**src/rtl/lpcr_pkg.sv**
```systemverilog
// Constants shared by the line prefix capture relay and its checker.
package lpcr_pkg;

  // Characters that the prefix matchers look for.
  localparam logic [7:0] CH_QUEST = 8'h3F;
  localparam logic [7:0] CH_R     = 8'h52;
  localparam logic [7:0] CH_L     = 8'h4C;
  localparam logic [7:0] CH_SPACE = 8'h20;
  localparam logic [7:0] CH_NL    = 8'h0A;
  localparam logic [7:0] CH_BANG  = 8'h21;
  localparam logic [7:0] CH_N     = 8'h4E;
  localparam logic [7:0] CH_P     = 8'h50;

  // Match position codes within the current line.
  typedef logic [2:0] pos_t;
  localparam pos_t POS_START   = 3'd0;
  localparam pos_t POS_ONE     = 3'd1;
  localparam pos_t POS_TWO     = 3'd2;
  localparam pos_t POS_THREE   = 3'd3;
  localparam pos_t POS_FOUR    = 3'd4;
  localparam pos_t POS_CAPTURE = 3'd5;
  localparam pos_t POS_REJECT  = 3'd6;

endpackage

```
**src/rtl/line_prefix_capture_relay_core.sv**
```systemverilog
// Half-duplex byte relay that flags "?RL " / "?RLR " lines for capture and turns on newlines.
// The relay takes one word per cycle while result_ready is high and hands back one result
// word for each in the cycle after acceptance, from its result register; the input side
// keeps taking as that register drains, at one word per clock. Downstream (to_upstream = 0),
// a line that starts with "?RL " or "?RLR " has the rest of its bytes flagged with capture,
// the closing newline also raising flush; any newline turns the relay toward upstream.
// Upstream, a line that is exactly "!N " or "!P " plus newline turns it back; a line cut
// short by a newline is rejected and the following line is skipped.
module line_prefix_capture_relay_core (
  input  logic       clk,
  input  logic       rst,
  input  logic       data_valid,
  output logic       data_ready,
  input  logic [7:0] data_byte,
  output logic       result_valid,
  input  logic       result_ready,
  output logic [7:0] out_byte,
  output logic       to_upstream,
  output logic       capture,
  output logic       flush,
  output logic       turned
);

  logic             listen_up;
  logic             listen_up_next;
  lpcr_pkg::pos_t   pos;
  lpcr_pkg::pos_t   pos_next;
  logic             cap_next;
  logic             flush_next;
  logic             turn_next;
  logic             is_nl;
  logic             accept;

  // The result register frees up when it is empty or being drained.
  assign data_ready = !result_valid || result_ready;
  assign accept     = data_valid && data_ready;
  assign is_nl      = (data_byte == lpcr_pkg::CH_NL);

  // Prefix matching for the incoming word in the current direction.
  always_comb begin
    pos_next       = pos;
    listen_up_next = listen_up;
    cap_next       = 1'b0;
    flush_next     = 1'b0;
    turn_next      = 1'b0;
    if (!listen_up) begin
      case (pos)
        lpcr_pkg::POS_START: begin
          pos_next = (data_byte == lpcr_pkg::CH_QUEST) ? lpcr_pkg::POS_ONE
                                                       : lpcr_pkg::POS_REJECT;
        end
        lpcr_pkg::POS_ONE: begin
          pos_next = (data_byte == lpcr_pkg::CH_R) ? lpcr_pkg::POS_TWO
                                                   : lpcr_pkg::POS_REJECT;
        end
        lpcr_pkg::POS_TWO: begin
          pos_next = (data_byte == lpcr_pkg::CH_L) ? lpcr_pkg::POS_THREE
                                                   : lpcr_pkg::POS_REJECT;
        end
        lpcr_pkg::POS_THREE: begin
          if (data_byte == lpcr_pkg::CH_SPACE) begin
            pos_next = lpcr_pkg::POS_CAPTURE;
          end else if (data_byte == lpcr_pkg::CH_R) begin
            pos_next = lpcr_pkg::POS_FOUR;
          end else begin
            pos_next = lpcr_pkg::POS_REJECT;
          end
        end
        lpcr_pkg::POS_FOUR: begin
          pos_next = (data_byte == lpcr_pkg::CH_SPACE) ? lpcr_pkg::POS_CAPTURE
                                                       : lpcr_pkg::POS_REJECT;
        end
        lpcr_pkg::POS_CAPTURE: begin
          cap_next   = 1'b1;
          flush_next = is_nl;
        end
        default: begin
          pos_next = pos;
        end
      endcase
      // Any newline ends the line and hands the link to the other side.
      if (is_nl) begin
        pos_next       = lpcr_pkg::POS_START;
        listen_up_next = 1'b1;
        turn_next      = 1'b1;
      end
    end else begin
      case (pos)
        lpcr_pkg::POS_START: begin
          pos_next = (data_byte == lpcr_pkg::CH_BANG) ? lpcr_pkg::POS_ONE
                                                      : lpcr_pkg::POS_REJECT;
        end
        lpcr_pkg::POS_ONE: begin
          pos_next = (data_byte == lpcr_pkg::CH_N || data_byte == lpcr_pkg::CH_P)
                     ? lpcr_pkg::POS_TWO : lpcr_pkg::POS_REJECT;
        end
        lpcr_pkg::POS_TWO: begin
          pos_next = (data_byte == lpcr_pkg::CH_SPACE) ? lpcr_pkg::POS_THREE
                                                       : lpcr_pkg::POS_REJECT;
        end
        lpcr_pkg::POS_THREE: begin
          if (is_nl) begin
            pos_next       = lpcr_pkg::POS_START;
            listen_up_next = 1'b0;
            turn_next      = 1'b1;
          end else begin
            pos_next = lpcr_pkg::POS_REJECT;
          end
        end
        default: begin
          // Rejected line: wait for its newline.
          pos_next = is_nl ? lpcr_pkg::POS_START : lpcr_pkg::POS_REJECT;
        end
      endcase
    end
  end

  // Control state: direction, match position and result valid.
  always_ff @(posedge clk) begin
    if (rst) begin
      listen_up    <= 1'b0;
      pos          <= lpcr_pkg::POS_START;
      result_valid <= 1'b0;
    end else begin
      if (accept) begin
        listen_up <= listen_up_next;
        pos       <= pos_next;
      end
      if (accept) begin
        result_valid <= 1'b1;
      end else if (result_ready) begin
        result_valid <= 1'b0;
      end
    end
  end

  // Result register payload.
  always_ff @(posedge clk) begin
    if (accept) begin
      out_byte    <= data_byte;
      to_upstream <= listen_up;
      capture     <= cap_next;
      flush       <= flush_next;
      turned      <= turn_next;
    end
  end

endmodule

```
**config.mk**
```make
export PLATFORM = sky130hd
export DESIGN_NAME = line_prefix_capture_relay_core
export DESIGN_NICKNAME = d
export VERILOG_FILES = /design/src/rtl/lpcr_pkg.sv /design/src/rtl/line_prefix_capture_relay_core.sv
export SDC_FILE = /design/constraint.sdc
export NUM_CORES = 1
export LEC_CHECK = 0
export BUFFER_PORTS_ARGS = -buffer_cell sky130_fd_sc_hd__buf_2
export CORE_MARGIN = 3
export CORE_UTILIZATION = 40
export CTS_CLUSTER_SIZE = 25
export DETAILED_ROUTE_END_ITERATION = 8
export MAX_ROUTING_LAYER = met4
export PLACE_DENSITY = 0.73
export SYNTH_ARGS = -nofsm -noshare
export SYNTH_HDL_FRONTEND = slang
export SYNTH_SLANG_ARGS = --single-unit
export TNS_END_PERCENT = 5
```
**constraint.sdc**
```tcl
create_clock -name clk -period 3.8 [get_ports clk]
set_clock_uncertainty 0.15 [all_clocks]
set_input_delay 0.19 -clock clk [delete_from_list [all_inputs] [get_ports clk]]
set_output_delay 0.19 -clock clk [all_outputs]
set_load 0.005 [all_outputs]
```
# ---- Yosys cells after proc, flatten, opt, wreduce, memory -nomap -nowiden
# Cells that the tools add are included.
dict set report op_classes {
  n_eq_ne 13
  n_mux 23
  bitwise 1
  n_reduce_logical 9
}
# operator count
set ops {}
lappend ops {{8-bit by 7-bit equality test with 1-bit output, second input constant} 4}
lappend ops {{3-bit two-way mux} 9}
lappend ops {{8-bit by 6-bit equality test with 1-bit output, second input constant} 3}
lappend ops {{3-bit case mux with 5 select lines} 1}
lappend ops {{1-bit two-way mux} 9}
lappend ops {{3-bit case mux with 3 select lines} 1}
lappend ops {{8-bit by 4-bit equality test with 1-bit output, second input constant} 1}
lappend ops {{7-bit nonzero test} 1}
lappend ops {{3-bit by 2-bit equality test with 1-bit output, second input constant} 2}
lappend ops {{3-bit equality test, second input constant} 2}
lappend ops {{2-bit two-way mux} 3}
lappend ops {{3-bit by 1-bit equality test with 1-bit output, second input constant} 1}
lappend ops {{3-bit zero test} 1}
lappend ops {{1-bit logical OR} 2}
lappend ops {{2-bit AND reduction} 1}
lappend ops {{2-bit nonzero test} 1}
lappend ops {{2-bit OR reduction} 1}
lappend ops {{1-bit logical AND} 1}
lappend ops {{1-bit zero test} 1}
lappend ops {{1-bit NOT} 1}
dict set report totals {
  regBits 17
  input_bits 12
  out_inout_bits 14
  elab_cells 54
}

# ---- Depth between registers and ports, before layout
# Gate-level depths: netlist of the first run.
dict set report logic_depth {
  ltp_word 6
  ltp_mapped 6
  ltp_nobuf 5
}

# ---- Worst setup path after synthesis of the first run
# OpenSTA, ideal clock, no wires.
dict set report synth_path {
  path_kind {register -> register}
  start {register pos[1]}
  end {register pos[1]}
  arrival_ps 1332
  t_required_ps 3511
  slack_ps 2180
  stages_incl_launch_ff 7
  path_buffers 1
  cell_sequence {dfxtp_1 buf_4 nor2_1 nor2_1 a21o_1 a211oi_1 a311oi_1}
}
dict set report synth_between {
  elab_chain_cells 4
  word_cells_on_any_way 11
  classes_between {eq/ne: 4; mux: 4; reduce/logical: 3}
}
# item line_no
set synth_rtl {}
lappend synth_rtl {{from (decl)} line_prefix_capture_relay_core.sv:26} ;# lpcr_pkg::pos_t pos;
lappend synth_rtl {{from (signal assigned)} line_prefix_capture_relay_core.sv:122} ;# pos <= lpcr_pkg::POS_START;
lappend synth_rtl {{from (signal assigned)} line_prefix_capture_relay_core.sv:127} ;# pos <= pos_next;
lappend synth_rtl {{3-bit equality test, or another cell as far along} line_prefix_capture_relay_core.sv:47} ;# case (pos)
lappend synth_rtl {{3-bit case mux with 5 select lines} line_prefix_capture_relay_core.sv:47}
lappend synth_rtl {{3-bit two-way mux} line_prefix_capture_relay_core.sv:82} ;# if (is_nl) begin
lappend synth_rtl {{3-bit two-way mux} line_prefix_capture_relay_core.sv:46} ;# if (!listen_up) begin
# Several ways; a longest one is shown, not always the timed one.
# A chain may end at the register's enable or synchronous reset.

# ---- Worst setup path in the final report of the first run
dict set report layout_path {
  start {input port data_byte[5]}
  end {register pos[1]}
}
dict set report layout_between {
  elab_chain_cells 6
  word_cells_on_any_way 17
  classes_between {eq/ne: 5; mux: 10; reduce/logical: 2}
}
# item line_no
set layout_rtl {}
lappend layout_rtl {{from (decl)} line_prefix_capture_relay_core.sv:14} ;# input logic [7:0] data_byte,
lappend layout_rtl {{8-bit by 7-bit equality test with 1-bit output} line_prefix_capture_relay_core.sv:63} ;# end else if (data_byte == lpcr_pkg::CH_R) begin
lappend layout_rtl {{2-bit two-way mux} line_prefix_capture_relay_core.sv:63}
lappend layout_rtl {{2-bit two-way mux} line_prefix_capture_relay_core.sv:61} ;# if (data_byte == lpcr_pkg::CH_SPACE) begin
lappend layout_rtl {{3-bit case mux with 5 select lines} line_prefix_capture_relay_core.sv:47}
lappend layout_rtl {{3-bit two-way mux} line_prefix_capture_relay_core.sv:82}
lappend layout_rtl {{3-bit two-way mux} line_prefix_capture_relay_core.sv:46}
# Several ways; a longest one is shown, not always the timed one.

==> flow_metrics.py, run 1 <==
metrics = {
    "run_status": {
        "status": "finished, final reports clean",
    },
    "timing": {
        "max_freq_mhz": 464.4,
        "slew_headroom_pct": 61.00,
        "setup-violations-final": 0,
        "finalHoldViolations": 0,
        "fin_crit_sh_pct": 56.67,
        "worstMarginPinSlew_ns": 0.5702,
        "setup-tns-final_ns": 0,
        "drv_slew": 0,
        "rsz0062_at_grt": "no",
        "min_period_ns": 2.153,
    },
    "global_route": {
        "grt_max_degree": 15,
        "overflow": 0,
        "grt_pass1_vias": 730,
        "grt_pass1_wl_mm": 3.422,
        "grt_antenna_before_repair": 0,
        "grt.total_usage_pct": 16.68,
    },
    "synth": {
        "async_flop_share_pct": 0,
        "synth_nets": 105,
        "synth-edff-count": 12,
        "synth_top_area_share_pct": 37.80,
        "synthDistinctLibCells": 39,
        "netlist_area_um2": 953.4,
        "ys_seq_area_share_pct": 48.29,
        "synth_ff_type": "edfxtp_1",
        "yosysTopAreaCell": "edfxtp_1",
        "syn_inst": 93,
        "ys_seq_elements": 17,
        "syn_area_per_cell_um2": 10.25,
        "synthTopCellsByArea": "edfxtp_1, dfxtp_1, nor2_1",
        "yosys_warnings": 0,
    },
    "run": {
        "maxCapViolations": 0,
    },
    "setup_path": {
        "crit_family": "compound AO/OA/AOI/OAI gates",
        "path_max_fanout": 9,
        "critPathBufInv": 2,
        "cp-start-kind": "input pin",
        "slowest_delay_ns": 0.53,
        "end_kind": "flop",
        "crit_slowest_cell": "dlygate4sd3_1",
        "critPathArrivalTime_ns": 2.17,
        "worstPathRequired_ns": 3.81,
        "critPathKind": "input pin to flop",
        "crit_path_cell_trace": "dlygate4sd3_1, buf_2, nor3_1, nand4_2, a21o_1, a211oi_1, a311oi_1",
    },
    "die": {
        "die_area_um2": 3005,
        "chipHeight_um": 54.82,
        "initial_core_util_pct": 42.69,
        "top_level_ports": 26,
        "core_area_um2": 2233,
        "die_x_um": 54.82,
        "rows": 17,
    },
    "final_layout": {
        "area_growth_pct": 22.05,
        "diodes": 0,
        "drive_gt1_share_pct": 28.46,
        "nets": 136,
        "regArea_um2": 460.4,
        "fin_area_um2": 1164,
        "multi_input_area_um2": 457.9,
        "nFillCells": 215,
    },
    "cts": {
        "clk_pin_slew_ns": 0.09,
        "hold_buffers": 4,
        "htree_levels": 1,
        "root_buffer": "clkbuf_4",
        "cts_buffer_depth": 2,
        "cts_sinks": 17,
        "cts_tree": "yes",
        "clk_latency_ns": 0.29,
        "post_cts_buffers": 0,
        "cts_resized": 0,
        "cts_made_buffers": 3,
    },
    "route": {
        "wl_per_cell_um": 14.54,
        "viasPerCell": 5.775,
        "wl_mm": 2.195,
        "drt_iter0_drc": 30,
        "dr.pass1.iters": 4,
        "ant_nets": 0,
        "drcViolationCount": 0,
        "num_vias": 872,
    },
    "pwr": {
        "ir_drop_mv": 0.1652,
        "power-per-cell-area_nw_per_um2": 324.4,
        "p_leak_nw": 0.4589,
        "totalPowerFinal_w": 0.0003775,
    },
    "placed_design": {
        "globalplace.congestion": 0.8212,
        "placed_area_um2": 1097,
        "dp_hpwl_mm": 1.483,
        "io_buffers": 25,
    },
    "worst_hold_path": {
        "hp-class": "input pin to flop",
    },
}
[layout make-up]
class	instances	area share (%)
well taps	28	3.011
clock buffers	4	2.258
multi-input cells	68	39.35
inverters	5	1.613
repair buffers	29	14.19
flip-flops and latches	17	39.57
[final timing paths]
kind	depth (start not counted)	startpoint	end	slack, ns
worst min-delay path	2	rst	result_valid	0.01
worst max-delay path	7	data_byte[5]	pos[1]	1.65
worst min register to register	2	result_valid	result_valid	0.38
worst max register to register	5	pos[1]	pos[1]	1.84
[routing by layer]
layer	vias to the layer above	part of all wire (%)	GRT usage, %
li1	413	-	-
met5	-	0	-
met4	0	4.6	11.20
met1	397	40	19.87
met2	47	48	25.79
met3	15	6.7	2.452
[cells in the mapped netlist, types with 2 or more instances]
| cell | n |
|---|---|
| a211oi_1 | 2 |
| a21oi_1 | 5 |
| a311oi_1 | 2 |
| dfxtp_1 | 5 |
| edfxtp_1 | 12 |
| inv_1 | 5 |
| mux2i_1 | 2 |
| nand2_1 | 7 |
| nand2b_1 | 4 |
| nand3_1 | 4 |
| nand4_1 | 3 |
| nor2_1 | 11 |
| nor3_1 | 2 |
| nor4_2 | 2 |
| nor4b_1 | 2 |
| o21ai_0 | 2 |
[where the power goes]
group	internal, W	leakage (nW)	switching, W
Clock	0.0000409	0.0150	0.0000566
Sequential	0.000209	0.159	0.00000929
Combinational	0.0000274	0.285	0.0000340
Total	0.000278	0.459	0.0000999
[cell families after synthesis]
group / after synthesis / share of synthesized area (%)
buffers and inverters: 8 / 3.674
DFF: 17 / 48.29
AOI/OAI and AO/OA: 19 / 16.01
xor gates and xnor gates: 2 / 1.838
and+or+nand+nor: 45 / 28.09
muxes: 2 / 2.100
[stage by stage]
| stage | util (%) | setup slack [ns] | instances | hold WS (ns) |
|---|---|---|---|---|
| 5_1_grt | 52.10 | 1.504 | 151 | 0.01627 |
| 3_3_place_gp | 49.13 | 1.960 | 143 | 0.2715 |
| 3_5_place_dp | 49.13 | 1.967 | 143 | 0.2731 |
| 4_1_cts | 52.10 | 1.731 | 151 | 0.0004780 |
| 2_1_floorplan | - | 2.180 | 93 | 0.1091 |
| 6_report | 52.10 | 1.647 | 151 | 0.01479 |
[layout by cell type, fill, tap and decap left out, drive strengths merged, types with 2 or more instances in the layout]
master,netlist,routed
mux2i,2,2
a211oi,2,2
nand4,4,4
nor2,11,11
inv,5,5
nand2,7,7
o21ai,2,2
nor3,3,3
or2,2,2
a21oi,5,5
nor4b,2,2
nand2b,4,4
buf,2,25
dlygate4sd3,0,4
a311oi,2,2
nor4,3,3
clkbuf,1,4
a2111oi,2,2
edfxtp,12,12
dfxtp,5,5
nand3,4,4
[sequential cells by signal, indices dropped and copies added (netlist names)]
register,flops
flush,1
listen_up,1
capture,1
turned,1
pos,3
to_upstream,1
out_byte,8
result_valid,1
Power figures use the tool's default switching activity.
==> run 2, diff against run 1 <==
- ABC_AREA: unset -> 1
- PLACE_DENSITY: 0.73 -> 0.75
- clock period: 3.8 -> 1.83 ns (I/O delays scaled with it)
==> flow_metrics.py, run 2 <==
metrics = {
    "global_route": {
        "grt_max_degree": 15,
        "grt_pass1_wl_mm": 3.719,
        "use_met2_pct": 27.87,
        "grt_pass1_vias": 893,
        "busiest_layer": "met2",
        "use_met1_pct": 16.93,
        "grt.total_usage_pct": 15.53,
        "grt_antenna_before_repair": 0,
        "use_met3_pct": 3.248,
        "overflow": 0,
    },
    "final_layout": {
        "layout_common_cells": "nand2_1, buf_2, nor2_1",
        "final_common_cell": "nand2_1",
        "diodes": 0,
        "final_cells": 198,
        "largest_reg_flops": 8,
        "reg_top3": "out_byte (8), pos (3)",
        "top_register": "out_byte",
        "fin_area_um2": 1271,
        "nets": 183,
        "drive_gt1_share_pct": 27.06,
        "nFillCells": 193,
        "area_growth_pct": 29.10,
    },
    "run_status": {
        "status": "finished, final reports clean",
    },
    "setup_path": {
        "critPathArrivalTime_ns": 1.62,
        "r2r_slack_ns": 0.39,
        "critPathLaunch": "data_byte[6]",
        "cp-endpoint": "pos[1]",
        "critPathKind": "input pin to flop",
        "worst_r2r_path_depth": 7,
        "r2r-end": "pos[0]",
        "path_max_fanout": 6,
        "cp-start-kind": "input pin",
        "worstPathRequired_ns": 1.88,
        "reg2reg_from": "pos[0]",
        "end_kind": "flop",
    },
    "die": {
        "top_level_ports": 26,
        "initial_core_util_pct": 43.27,
        "die_x_um": 55.62,
        "rows": 17,
        "chipHeight_um": 55.62,
        "core_area_um2": 2276,
        "die_area_um2": 3093,
    },
    "timing": {
        "max_freq_mhz": 636.9,
        "setup-tns-final_ns": 0,
        "rsz0062_at_grt": "no",
        "worstMarginPinSlew_ns": 0.2962,
        "finalHoldViolations": 0,
        "setup-violations-final": 0,
        "slew_headroom_pct": 80.23,
        "setup_ws_ns": 0.2600,
        "drv_slew": 0,
        "fin_crit_sh_pct": 85.79,
        "min_period_ns": 1.570,
    },
    "synth": {
        "yosys_warnings": 0,
        "synthDistinctLibCells": 21,
        "synthMostInstantiatedCell": "nand2_1",
        "ys_seq_elements": 17,
        "ys_seq_area_share_pct": 46.76,
        "syn_inst": 131,
        "synthTopCellsByArea": "edfxtp_1, nand2_1, dfxtp_1",
        "synth-edff-count": 12,
        "synth_ff_type": "edfxtp_1",
        "synth_top_area_share_pct": 36.59,
        "async_flop_share_pct": 0,
        "syn_area_per_cell_um2": 7.517,
        "synth_nets": 143,
        "netlist_area_um2": 984.7,
        "yosysTopAreaCell": "edfxtp_1",
        "synth_common_cells": "nand2_1, nor2_1, inv_1",
    },
    "route": {
        "drcViolationCount": 0,
        "ant_nets": 0,
        "wl_mm": 2.216,
        "wl_per_cell_um": 11.19,
        "num_vias": 974,
        "viasPerCell": 4.919,
        "dr.pass1.iters": 4,
        "drt_iter0_drc": 34,
    },
    "worst_hold_path": {
        "hold_depth": 4,
        "hp-class": "input pin to flop",
    },
    "placed_design": {
        "placed_area_um2": 1145,
        "dp_hpwl_mm": 1.644,
        "dpl.cell_count": 184,
        "globalplace.congestion": 0.9155,
        "dp_slack_ns": 0.4173,
        "io_buffers": 25,
    },
    "pwr": {
        "power-per-cell-area_nw_per_um2": 718.7,
        "totalPowerFinal_w": 0.0009136,
        "p_leak_nw": 0.6093,
        "ir_drop_mv": 0.3656,
    },
    "cts": {
        "cts_buffer_depth": 2,
        "htree_levels": 1,
        "cts_sinks": 17,
        "clk_latency_ns": 0.29,
        "cts_tree": "yes",
        "post_cts_buffers": 0,
        "cts_resized": 0,
        "cts_made_buffers": 3,
        "hold_buffers": 10,
        "clk_pin_slew_ns": 0.10,
        "root_buffer": "clkbuf_4",
    },
    "run": {
        "maxCapViolations": 0,
    },
}
-- run 2: worst min path at each step --
| stage | slack [ns] | startpoint | end |
|---|---|---|---|
| 3_5_place_dp | 0.16 | data_byte[2] | out_byte[2] |
| 2_1_floorplan | 0.01 | rst | listen_up |
| 5_1_grt | 0.12 | data_valid | listen_up |
| 6_report | 0.11 | data_valid | listen_up |
| 3_3_place_gp | 0.15 | data_byte[7] | out_byte[7] |
| 4_1_cts | 0.12 | data_valid | listen_up |
-- run 2: layout make-up --
cell class,count,area [um2],share of cell area [%]
well taps,28,35.03,2.756
clock buffers,4,26.28,2.067
inverters,24,93.84,7.382
multi-input cells,90,430.4,33.86
flip-flops and latches,17,460.4,36.22
repair buffers,35,225.2,17.72
-- run 2: metrics by stage --
stage / hold slack, ns / util, %
2_1_floorplan: 0.01057 / -
3_3_place_gp: 0.1475 / 50.30
3_5_place_dp: 0.1597 / 50.30
4_1_cts: 0.1247 / 55.85
5_1_grt: 0.1238 / 55.85
6_report: 0.1140 / 55.85
-- run 2: report_power, final --
group	total [W]	internal [W]	switching [W]
registers	0.000458	0.000440	0.0000180
logic	0.000255	0.000102	0.000153
clock network	0.000201	0.0000849	0.000116
-- run 2: layer usage --
metal	share of wire, %	wire, um	up-vias
met5	0	0	-
met3	7.2	160	9
li1	-	-	498
met4	2.6	57	0
met1	39	858	430
met2	51	1140	37
-- run 2: cells by family (layout without fill, tap and decap cells) --
logic type / after synthesis / count (layout) / synth area share [%]
simple gates: 77 / 77 / 36.34
compound gates: 13 / 13 / 7.370
buf+inv: 24 / 63 / 9.530
flops: 17 / 17 / 46.76
-- run 2: critical path, stage by stage --
cell	delay (ns)
dlygate4sd3_1	0.53
buf_2	0.14
inv_1	0.05
nand2_1	0.09
nor2_1	0.13
nand2_2	0.12
nand2_1	0.11
nand3_1	0.09
a21oi_1	0.12
nand2_1	0.06
nand2_1	0.05
inv_1	0.03
